**config.mk**
```make
export PLATFORM = sky130hd
export DESIGN_NAME = score_run_region_finder_core
export DESIGN_NICKNAME = d
export VERILOG_FILES = /design/src/hdl/srrf_pkg.sv /design/src/hdl/srrf_interval.sv /design/src/hdl/srrf_outq.sv /design/src/hdl/score_run_region_finder_core.sv
export SDC_FILE = /design/constraint.sdc
export NUM_CORES = 1
export LEC_CHECK = 0
export BUFFER_PORTS_ARGS = -buffer_cell sky130_fd_sc_hd__clkbuf_2
export CAP_MARGIN = 20
export CELL_PAD_IN_SITES_DETAIL_PLACEMENT = 0
export CELL_PAD_IN_SITES_GLOBAL_PLACEMENT = 1
export CORE_MARGIN = 2
export CORE_UTILIZATION = 30
export CTS_CLUSTER_SIZE = 40
export DETAILED_ROUTE_END_ITERATION = 10
export PLACE_DENSITY_LB_ADDON = 0.15
export SLEW_MARGIN = 30
export SYNTH_ARGS = -nofsm -noshare
export SYNTH_HDL_FRONTEND = slang
export SYNTH_HIERARCHICAL = 1
export SYNTH_SLANG_ARGS = --single-unit
```
**constraint.sdc**
```tcl
create_clock -name clk -period 24.3 [get_ports clk]
set_input_delay 0 -clock clk [delete_from_list [all_inputs] [get_ports clk]]
set_output_delay 0 -clock clk [all_outputs]
set_load 0.02 [all_outputs]
```
**src/hdl/srrf_pkg.sv**
```systemverilog
// Shared types and constants for the score run region finder.
package srrf_pkg;

  localparam int PIECE_MAX_DEF = 16384;

  localparam int SCORE_W    = 16;
  localparam int ROW_W      = 14;
  localparam int LO_W       = 14;
  localparam int HI_W       = 15;
  localparam int GAP_W      = 16;
  localparam int FIRST_W    = 16;
  localparam int LAST_W     = 17;
  localparam int OV_W       = 15;
  localparam int MGAP_W     = 17;
  localparam int CFG_IDX_W  = 2;
  localparam int CFG_DATA_W = 16;

  localparam logic [CFG_IDX_W-1:0] CFG_THRESHOLD    = 2'd0;
  localparam logic [CFG_IDX_W-1:0] CFG_CUR_ANTIDIAG = 2'd1;
  localparam logic [CFG_IDX_W-1:0] CFG_ANTIDIAG_CNT = 2'd2;

  typedef enum logic [1:0] {
    ST_IDLE,
    ST_RUN,
    ST_SHORT_GAP,
    ST_LONG_GAP
  } run_state_t;

  typedef struct packed {
    logic [LO_W-1:0] lo;
    logic [HI_W-1:0] hi;
    logic            last;
  } interval_t;

endpackage

```
**src/hdl/srrf_interval.sv**
```systemverilog
// Widens a finished run by the overlap, clamps it to the region and maps it to row/column.
module srrf_interval import srrf_pkg::*; #(
  parameter int DW = 16
) (
  input  logic [DW-1:0]            run_begin,
  input  logic signed [DW:0]       run_finish,
  input  logic [FIRST_W-1:0]       first_diag,
  input  logic signed [LAST_W-1:0] last_diag,
  input  logic signed [OV_W-1:0]   overlap,
  input  logic [ROW_W-1:0]         cur_antidiag,
  output logic [LO_W-1:0]          interval_low,
  output logic [HI_W-1:0]          interval_high
);

  localparam int AW = DW + 3;
  localparam logic signed [AW-1:0] ONE_S    = AW'(1);
  localparam logic signed [AW-1:0] ZERO_S   = AW'(0);
  localparam logic signed [AW-1:0] LO_MAX_S = AW'((1 << LO_W) - 1);
  localparam logic signed [AW-1:0] HI_MAX_S = AW'((1 << HI_W) - 1);

  logic signed [AW-1:0] beg_s, fin_s, first_s, last_s, ov_s, cur_s;
  logic signed [AW-1:0] b_w, f_w, x_lo, x_hi, rnd_s, sum_s, q_lo, h_w, hi_w;

  always_comb begin
    beg_s   = AW'({1'b0, run_begin});
    fin_s   = AW'(run_finish);
    first_s = AW'({1'b0, first_diag});
    last_s  = AW'(last_diag);
    ov_s    = AW'(overlap);
    cur_s   = AW'({1'b0, cur_antidiag});

    b_w = beg_s - ov_s;
    if (b_w < first_s) b_w = first_s;
    f_w = fin_s + ov_s;
    if (f_w > last_s) f_w = last_s;

    x_lo = b_w - cur_s;
    q_lo = x_lo >>> 1;
    if (x_lo < ZERO_S) begin
      interval_low = '0;
    end else if (q_lo > LO_MAX_S) begin
      interval_low = LO_MAX_S[LO_W-1:0];
    end else begin
      interval_low = q_lo[LO_W-1:0];
    end

    // the arithmetic shift rounds down, so bias negatives by one to halve toward zero
    x_hi  = f_w - cur_s - ONE_S;
    rnd_s = x_hi[AW-1] ? ONE_S : ZERO_S;
    sum_s = x_hi + rnd_s;
    h_w   = sum_s >>> 1;
    hi_w  = h_w + cur_s;
    if (hi_w < ZERO_S) begin
      interval_high = '0;
    end else if (hi_w > HI_MAX_S) begin
      interval_high = HI_MAX_S[HI_W-1:0];
    end else begin
      interval_high = hi_w[HI_W-1:0];
    end
  end

endmodule

```
**src/hdl/srrf_outq.sv**
```systemverilog
// Four-entry result queue; takes up to two intervals per cycle, gives one.
module srrf_outq import srrf_pkg::*; (
  input  logic      clk,
  input  logic      rst_n,
  input  logic      push0,
  input  logic      push1,
  input  interval_t din0,
  input  interval_t din1,
  input  logic      pop,
  output interval_t dout,
  output logic      not_empty,
  output logic      room2
);

  localparam int QD = 4;
  localparam int PW = $clog2(QD);
  localparam int CW = $clog2(QD + 1);

  interval_t       q_r [QD];
  logic [PW-1:0]   wr_ptr_r, rd_ptr_r;
  logic [CW-1:0]   cnt_r;
  logic [PW-1:0]   wr_ptr_nxt, rd_ptr_nxt;
  logic [CW-1:0]   cnt_nxt;

  always_comb begin
    wr_ptr_nxt = wr_ptr_r + PW'(push0) + PW'(push1);
    rd_ptr_nxt = rd_ptr_r + PW'(pop);
    cnt_nxt    = cnt_r + CW'(push0) + CW'(push1) - CW'(pop);
  end

  always_ff @(posedge clk) begin
    if (!rst_n) begin
      wr_ptr_r <= '0;
      rd_ptr_r <= '0;
      cnt_r    <= '0;
    end else begin
      wr_ptr_r <= wr_ptr_nxt;
      rd_ptr_r <= rd_ptr_nxt;
      cnt_r    <= cnt_nxt;
    end
  end

  always_ff @(posedge clk) begin
    if (push0) q_r[wr_ptr_r] <= din0;
    if (push1) q_r[wr_ptr_r + PW'(1)] <= din1;
  end

  assign dout      = q_r[rd_ptr_r];
  assign not_empty = (cnt_r != '0);
  assign room2     = (cnt_r <= CW'(QD - 2));

endmodule

```
**src/hdl/score_run_region_finder_core.sv**
```systemverilog
// Score run region finder: diagonal scores in, widened run intervals out. One item is
// taken per cycle while in_stall is low. An accepted item sits in the input register,
// where the run state machine and both interval units evaluate it, and its zero, one or
// two intervals are written into a four-entry result queue that feeds the out_ port. An
// item leaves the input register only when the queue has two free entries, so in_stall
// rises when intervals are produced faster than the output side takes them. With an empty
// queue, an item's first interval passes the input register and the result queue before
// it is offered on out_. Configuration registers feed the evaluation logic directly.
module score_run_region_finder_core import srrf_pkg::*; #(
  parameter int PIECE_MAX = PIECE_MAX_DEF
) (
  input  logic                   clk,
  input  logic                   rst_n,
  input  logic                   cfg_we,
  input  logic [CFG_IDX_W-1:0]   cfg_index,
  input  logic [CFG_DATA_W-1:0]  cfg_wdata,
  input  logic                   in_valid,
  output logic                   in_stall,
  input  logic signed [SCORE_W-1:0] in_score,
  input  logic                   in_region_first,
  input  logic                   in_region_final,
  input  logic [ROW_W-1:0]       in_region_low,
  input  logic [ROW_W-1:0]       in_region_high,
  output logic                   out_valid,
  input  logic                   out_stall,
  output logic [LO_W-1:0]        out_interval_low,
  output logic [HI_W-1:0]        out_interval_high,
  output logic                   out_last_of_item
);

  localparam int DW = ($clog2(4 * PIECE_MAX) > FIRST_W) ? $clog2(4 * PIECE_MAX) : FIRST_W;
  localparam logic [DW-1:0] DIAG_SAT = DW'(4 * PIECE_MAX - 1);

  // configuration
  logic signed [SCORE_W-1:0] thr_r;
  logic [ROW_W-1:0]          cur_r, adc_r;

  always_ff @(posedge clk) begin
    if (!rst_n) begin
      thr_r <= '0;
      cur_r <= '0;
      adc_r <= '0;
    end else if (cfg_we) begin
      case (cfg_index)
        CFG_THRESHOLD:    thr_r <= cfg_wdata[SCORE_W-1:0];
        CFG_CUR_ANTIDIAG: cur_r <= cfg_wdata[ROW_W-1:0];
        CFG_ANTIDIAG_CNT: adc_r <= cfg_wdata[ROW_W-1:0];
        default: ;
      endcase
    end
  end

  logic signed [OV_W-1:0]   overlap;
  logic signed [MGAP_W-1:0] ov_ext, min_gap;

  assign overlap = $signed({1'b0, adc_r}) - $signed({1'b0, cur_r});
  assign ov_ext  = MGAP_W'(overlap);
  assign min_gap = ov_ext + (ov_ext <<< 1);

  // input register
  logic                      p_vld_r, p_first_r, p_final_r;
  logic signed [SCORE_W-1:0] p_score_r;
  logic [ROW_W-1:0]          p_low_r, p_high_r;
  logic                      adv, take, q_room;

  assign adv      = p_vld_r && q_room;
  assign in_stall = p_vld_r && !q_room;
  assign take     = in_valid && !in_stall;

  always_ff @(posedge clk) begin
    if (!rst_n) begin
      p_vld_r <= 1'b0;
    end else if (take) begin
      p_vld_r <= 1'b1;
    end else if (adv) begin
      p_vld_r <= 1'b0;
    end
  end

  always_ff @(posedge clk) begin
    if (take) begin
      p_score_r <= in_score;
      p_first_r <= in_region_first;
      p_final_r <= in_region_final;
      p_low_r   <= in_region_low;
      p_high_r  <= in_region_high;
    end
  end

  // run state
  run_state_t               state_r, state_nxt, state_cur;
  logic [GAP_W-1:0]         gap_r, gap_nxt;
  logic [DW-1:0]            begin_r, begin_nxt;
  logic signed [DW:0]       finish_r, finish_nxt;
  logic [DW-1:0]            diag_r, diag_nxt;
  logic [FIRST_W-1:0]       first_r, first_nxt;
  logic signed [LAST_W-1:0] last_r, last_nxt;
  logic                     hit, emit_a, emit_b;

  always_comb begin
    state_cur  = state_r;
    gap_nxt    = gap_r;
    begin_nxt  = begin_r;
    finish_nxt = finish_r;
    first_nxt  = first_r;
    last_nxt   = last_r;
    emit_a     = 1'b0;
    emit_b     = 1'b0;

    if (p_first_r) begin
      first_nxt  = {2'b00, cur_r} + {1'b0, p_low_r, 1'b0};
      last_nxt   = $signed({2'b00, p_high_r, 1'b0} + 17'd2 - {3'b000, cur_r});
      state_cur  = ST_IDLE;
      begin_nxt  = DW'(first_nxt);
      finish_nxt = (DW + 1)'(last_nxt);
      gap_nxt    = '0;
      diag_nxt   = DW'(first_nxt);
    end else if (diag_r >= DIAG_SAT) begin
      diag_nxt = DIAG_SAT;
    end else begin
      diag_nxt = diag_r + DW'(1);
    end

    hit       = (p_score_r >= thr_r);
    state_nxt = state_cur;

    case (state_cur)
      ST_IDLE: begin
        if (hit) begin
          begin_nxt = diag_nxt;
          state_nxt = ST_RUN;
        end
      end
      ST_RUN: begin
        if (!hit) begin
          finish_nxt = $signed({1'b0, diag_nxt - DW'(1)});
          gap_nxt    = GAP_W'(1);
          state_nxt  = ST_SHORT_GAP;
        end
      end
      ST_SHORT_GAP: begin
        if (!hit) begin
          if (gap_nxt != '1) gap_nxt = gap_nxt + GAP_W'(1);
          if ($signed({1'b0, gap_nxt}) == min_gap) state_nxt = ST_LONG_GAP;
        end else begin
          state_nxt = ST_RUN;
        end
      end
      ST_LONG_GAP: begin
        // previous run closes on the old begin/finish, new run opens here
        if (hit) begin
          emit_a    = 1'b1;
          begin_nxt = diag_nxt;
          state_nxt = ST_RUN;
        end
      end
      default: state_nxt = ST_IDLE;
    endcase

    if (p_final_r) begin
      if (state_nxt != ST_IDLE) begin
        if (state_nxt == ST_RUN) finish_nxt = (DW + 1)'(last_nxt);
        emit_b = 1'b1;
      end
      state_nxt = ST_IDLE;
    end
  end

  always_ff @(posedge clk) begin
    if (!rst_n) begin
      state_r  <= ST_IDLE;
      gap_r    <= '0;
      begin_r  <= '0;
      finish_r <= '0;
      diag_r   <= '0;
      first_r  <= '0;
      last_r   <= '0;
    end else if (adv) begin
      state_r  <= state_nxt;
      gap_r    <= gap_nxt;
      begin_r  <= begin_nxt;
      finish_r <= finish_nxt;
      diag_r   <= diag_nxt;
      first_r  <= first_nxt;
      last_r   <= last_nxt;
    end
  end

  // interval mapping
  logic [LO_W-1:0] a_lo, b_lo;
  logic [HI_W-1:0] a_hi, b_hi;

  srrf_interval #(.DW(DW)) u_iv_a (
    .run_begin     (begin_r),
    .run_finish    (finish_r),
    .first_diag    (first_nxt),
    .last_diag     (last_nxt),
    .overlap       (overlap),
    .cur_antidiag  (cur_r),
    .interval_low  (a_lo),
    .interval_high (a_hi)
  );

  srrf_interval #(.DW(DW)) u_iv_b (
    .run_begin     (begin_nxt),
    .run_finish    (finish_nxt),
    .first_diag    (first_nxt),
    .last_diag     (last_nxt),
    .overlap       (overlap),
    .cur_antidiag  (cur_r),
    .interval_low  (b_lo),
    .interval_high (b_hi)
  );

  interval_t res0, res1, head;
  logic      push0, push1, q_nonempty, pop;

  always_comb begin
    res1.lo   = b_lo;
    res1.hi   = b_hi;
    res1.last = 1'b1;
    if (emit_a) begin
      res0.lo   = a_lo;
      res0.hi   = a_hi;
      res0.last = !emit_b;
    end else begin
      res0 = res1;
    end
  end

  assign push0 = adv && (emit_a || emit_b);
  assign push1 = adv && emit_a && emit_b;
  assign pop   = q_nonempty && !out_stall;

  srrf_outq u_outq (
    .clk       (clk),
    .rst_n     (rst_n),
    .push0     (push0),
    .push1     (push1),
    .din0      (res0),
    .din1      (res1),
    .pop       (pop),
    .dout      (head),
    .not_empty (q_nonempty),
    .room2     (q_room)
  );

  assign out_valid         = q_nonempty;
  assign out_interval_low  = head.lo;
  assign out_interval_high = head.hi;
  assign out_last_of_item  = head.last;

endmodule

```
-- After elaboration in Yosys (flattened, before gate mapping)
Memory sizes are Yosys's and may differ from the RTL's. A register that Yosys moved wholly into a read port is not among the register bits.
Cells that the tools add are included.
- equality and inequality tests: 8
- reductions and logical operators: 21
- order comparisons: 15
- add/subtract/negate cells: 29
- multiplexer cells: 53
- operators with widths (cell ; count):
    16-bit two-way mux ; 12
    17-bit two-way mux ; 7
    19-bit by 1-bit less-than comparator with 1-bit output, second input constant ; 4
    19-bit two-way mux ; 4
    19-bit by 15-bit subtractor with 19-bit output ; 4
    15-bit two-way mux ; 4
    14-bit two-way mux ; 4
    18-bit by 15-bit adder with 19-bit output ; 2
    19-bit by 2-bit adder with 19-bit output ; 2
    19-bit by 16-bit greater-than comparator with 1-bit output, second input constant ; 2
    19-bit by 17-bit less-than comparator with 1-bit output ; 2
    19-bit by 2-bit subtractor with 19-bit output, second input constant ; 2
    17-bit by 15-bit adder with 18-bit output ; 2
    18-bit by 15-bit greater-than comparator with 1-bit output, second input constant ; 2
    18-bit by 17-bit greater-than comparator with 1-bit output ; 2
    17-bit by 15-bit subtractor with 18-bit output ; 2
    16-bit by 1-bit adder with 16-bit output, second input constant ; 2
    16-bit case mux with 2 select lines ; 1
    30-bit two-way mux ; 1
    15-bit by 16-bit adder with 17-bit output ; 1
    17-bit equality test ; 1
    16-bit by 14-bit subtractor with 17-bit output ; 1
    14-bit by 15-bit adder with 16-bit output ; 1
    15-bit by 2-bit adder with 16-bit output, second input constant ; 1
    other kinds (23) ; 60
- bits in registers: 198
- output and inout bits: 32
- memories kept: 1
- input bits: 69
- RAM bits: 120
- word-level logic and storage cells: 146
- memories (memory ; depth ; width ; read ports ; clocked after Yosys merged registers in ; wr ports ; RTL line ; text):
    u_outq.q_r ; 4 ; 30 ; 1 ; 1 ; 2 ; srrf_outq.sv:19 ; interval_t q_r [QD];

-- Depth between registers and ports, before layout
- depth after elaboration: 25
- gate-level depth with buffers: 74
- gate-level depth less buffers: 69

-- Modules after synthesis
Netlist, hierarchy kept.
- by module, submodules not included (module ; area each (um^2) ; instances ; cells an instance ; sequential area each (um^2)):
    score_run_region_finder_core ; 13837.0 ; 1 ; 1717 ; 4284.1
    srrf_outq ; 6135.9 ; 1 ; 331 ; 3743.6
    srrf_interval at u_iv_a ; 5983.2 ; 1 ; 829 ; 0.0
    srrf_interval at u_iv_b ; 5585.4 ; 1 ; 801 ; 0.0

-- Worst setup path before layout
OpenSTA, ideal clock, no wires.
- kind: register to register
- from: register cur_r[1]
- to: memory u_outq/q_r[0][10] in the netlist's numbering, data pin
- clock period less this slack: 15.496 ns
- setup time: 0.260 ns
- data required time: 24.040 ns
- buffers on the path: 3
- arrival time: 15.236 ns
- path slack: 8.804 ns
- stages on the path, launching flop included: 68
- cell sequence: dfxtp_1 -> inv_1 -> fa_1 -> a21o_1 -> a221oi_4 -> o21ai_1 -> a211oi_1 -> nor2_1 -> xor2_1 -> ha_1 -> or3_1 -> o311a_1 -> and2_1 -> nor3_1 -> a311oi_1 -> o2111ai_1 -> a221oi_1 -> a211oi_4 -> [32 not listed] -> ha_1 -> fa_1 -> a21o_1 -> a21oi_1 -> o21ai_0 -> nand3_1 -> a21boi_0 -> o21a_1 -> o21a_1 -> nor2_1 -> o21ai_0 -> or3_1 -> a21o_1 -> mux2_4 -> buf_6 -> o21a_1 -> mux2_2 -> mux2_2
- RTL lines (what ; RTL line ; text):
    start, declared ; score_run_region_finder_core.sv:36 ; logic [ROW_W-1:0] cur_r, adc_r;
    start signal, assigned ; score_run_region_finder_core.sv:46 ; CFG_CUR_ANTIDIAG: cur_r <= cfg_wdata[ROW_W-1:0];
    end, declared ; srrf_outq.sv:19 ;

==> flow_summary.ini <==
[critical_path]
worst_path_largest_cell_delay_ns = 0.71
rrSetupSlack_ns = 7.55
critPathRequiredTime_ns = 24.66
crit_fanout = 35
critical_path_arrival_ns = 17.11
worstSetupEndpointType = register
worst_setup_path_start_kind = register
crit_path_top_delay_cell = dfxtp_1
worst_path_most_repeated_cell = ha_1
crit_type = register to register

[routing]
drt-wirelength-per-cell_um = 22.3
drt_iter0_drc = 1944
vias = 27400
wirelength_um = 117000
drtAntennaViolNets = 0
first_pass_iters = 5
vias_per_cell = 5.24
drc = 0

[timing]
hold_slack_ns = 0.0791
fin_ws_ns = 7.55
slew_viol_final = 0
fin_crit_sh_pct = 68.9
tightest_slew_ns = 0.996
min_period_ns = 16.75
max_freq_mhz = 59.7
final.setup.tns_ns = 0
rsz0062_at_grt = no
slew_headroom_pct = 33.1
hold_violations = 0
setup_viol = 0
fin_skew_ns = 0.0495

[logic_synthesis]
synth_top_area_share_pct = 15.8
async_flop_share_pct = 0
synth_top_area_cell = edfxtp_1
synth_cell_type_count = 125
yosysWarnings = 6
synth_cells = 3678
yosys-top-cells-area = edfxtp_1 (16%), ha_1 (13%), dfxtp_1 (9.6%)
synth-edff-count = 166
syn_area_mm2 = 0.0315
avgSynthCellArea_um2 = 8.58
synth_ff_type = edfxtp_1
synth_seq_cells = 318
yosysSeqAreaShare_pct = 25.5

[global_route]
grt_pass1_vias = 26800
grt_first_pass_wirelength_um = 174000
grt_max_degree = 76
antenna_found_initial = 5
grt.overflow.total = 0
grt_util_all_layers_pct = 21.3

[finish]
finalNetCount = 4225
multi_input_area_mm2 = 0.0219
areaGrowthSynthToFinish_pct = 13.7
drive_gt1_share_pct = 14.4
fin_area_mm2 = 0.0359
regArea_mm2 = 0.00803
n_fill_cell = 11000

[flow_run]
maxCapViolations = 0

[clock_network]
clock_latency_ns = 0.64
numCtsBuffers = 42
cts_buffer_depth = 3
clk_pin_slew_ns = 0.06
cts_tree = yes
cts_num_sinks = 318
cts_setup_buffers = 0
htree_levels = 2
cts-root-buf = clkbuf_16

[placed_design]
place_area_mm2 = 0.0338
portBuffers = 100
hpwl_um = 90700
gp_congestion = 0.855
dp_slack_ns = 7.82

[floorplan]
start_util_pct = 30.3
core_area_mm2 = 0.104
io_pins = 101
dieArea_mm2 = 0.108
rows = 118
chipHeight_um = 328
dieWidth_um = 328

[hold_path]
hp-class = input pin to register

[outcome]
status = complete, no violations
## cell usage after synthesis (all sizes together) (39+ instances only)
| cell type | count |
|---|---|
| nand2 | 333 |
| ha | 316 |
| inv | 300 |
| a21oi | 278 |
| nor2 | 224 |
| o21ai | 216 |
| mux2 | 187 |
| edfxtp | 166 |
| dfxtp | 152 |
| xnor2 | 151 |
| clkbuf | 100 |
| nor3 | 99 |
| xor2 | 83 |
| nand3 | 82 |
| o21a | 79 |
| a21o | 66 |
| a211oi | 64 |
| nor2b | 48 |
| buf | 42 |
| nand2b | 42 |
| and2 | 40 |
| mux2i | 40 |
| nand4 | 39 |
## state kept, by name, summed over array words and instances, names as in the netlist, 16 cells and up
| signal | flops |
|---|---|
| thr_r | 16 |
| p_score_r | 16 |
| diag_r | 16 |
| gap_r | 16 |
| last_r | 17 |
| first_r | 16 |
| u_outq/q_r | 120 |
| finish_r | 17 |
| begin_r | 16 |
## what timing repair did
action | CTS | global route
resized for setup | 0 | 0
hold buffers | 71 | 0
endpoints found under the hold margin | 93 | 0
## placed cells by master (no fill, tap or decap), drive strengths merged, types with 16 or more instances in the layout
cell type    instances
nand2              333
ha                 316
inv                301
a21oi              278
nor2               224
o21ai              216
mux2               187
edfxtp             166
clkbuf             157
dfxtp              152
xnor2              151
nor3                99
xor2                83
nand3               82
o21a                79
dlygate4sd3         71
buf                 69
a21o                66
a211oi              64
nor2b               48
nand2b              42
mux2i               40
and2                40
nand4               39
and3                38
or3                 33
mux4                30
a21boi              27
nor4                26
a31oi               26
o21bai              25
o31ai               24
o211ai              20
nand3b              19
clkinv              19
fa                  17
or2                 17
a22oi               16
## final timing paths
kind | startpoint | end | depth (start not counted)
min | in_region_high[4] | p_high_r[4] | 2
max | cur_r[3] | u_outq/q_r[1][3] | 65
min reg2reg | thr_r[14] | thr_r[14] | 2
max reg2reg | cur_r[3] | u_outq/q_r[1][3] | 65
## layer usage
metal	vias to the layer above	global-route usage, %	routed length [um]	share of wire (%)
li1	13700	-	-	-
met1	13100	29.5	56000	48
met2	501	35.5	53600	46
met3	104	1.72	3750	3.2
met4	0	6.12	3210	2.8
met5	-	0	0	0
## final cells by class
type                            count  share of cell area (%)
Clock buffer                       57                    3.34
Inverter                          301                    3.16
Tap cell                         1380                    4.81
Clock inverter                     20                   0.488
Antenna cell                        2                  0.0139
Multi-Input combinational cell   2920                    61.0
Sequential cell                   318                    22.4
Timing Repair Buffer              240                    4.83
## kinds of logic after synthesis
group,Yosys count,synth area share (%)
and+or+nand+nor,1086,17.0
AOI/OAI and AO/OA,1004,21.5
buffers and inverters,443,5.48
adders and majority gates,333,13.6
DFF,318,25.5
muxes,257,10.2
xor gates and xnor gates,236,6.75
other,1,0.0119
## worst max-delay path, delay by kind of cell, from the launching register on
kind	cells	cell delay, ns
AOI/OAI and AO/OA	29	5.98
xor gates and xnor gates	3	1.06
adders and majority gates	9	3.25
buffers and inverters	5	1.03
DFF	1	0.71
muxes	4	1.23
and+or+nand+nor	15	3.20
## through the flow
step	std cells	utilization [%]
global route	5236	34.5
CTS	5236	34.5
finish	5238	34.5
floorplan	3681	-
global placement	5088	32.5
detailed placement	5088	32.5
Power is not shown: default switching activity piles up to over one toggle a cycle in this logic, so the estimate is an artifact.
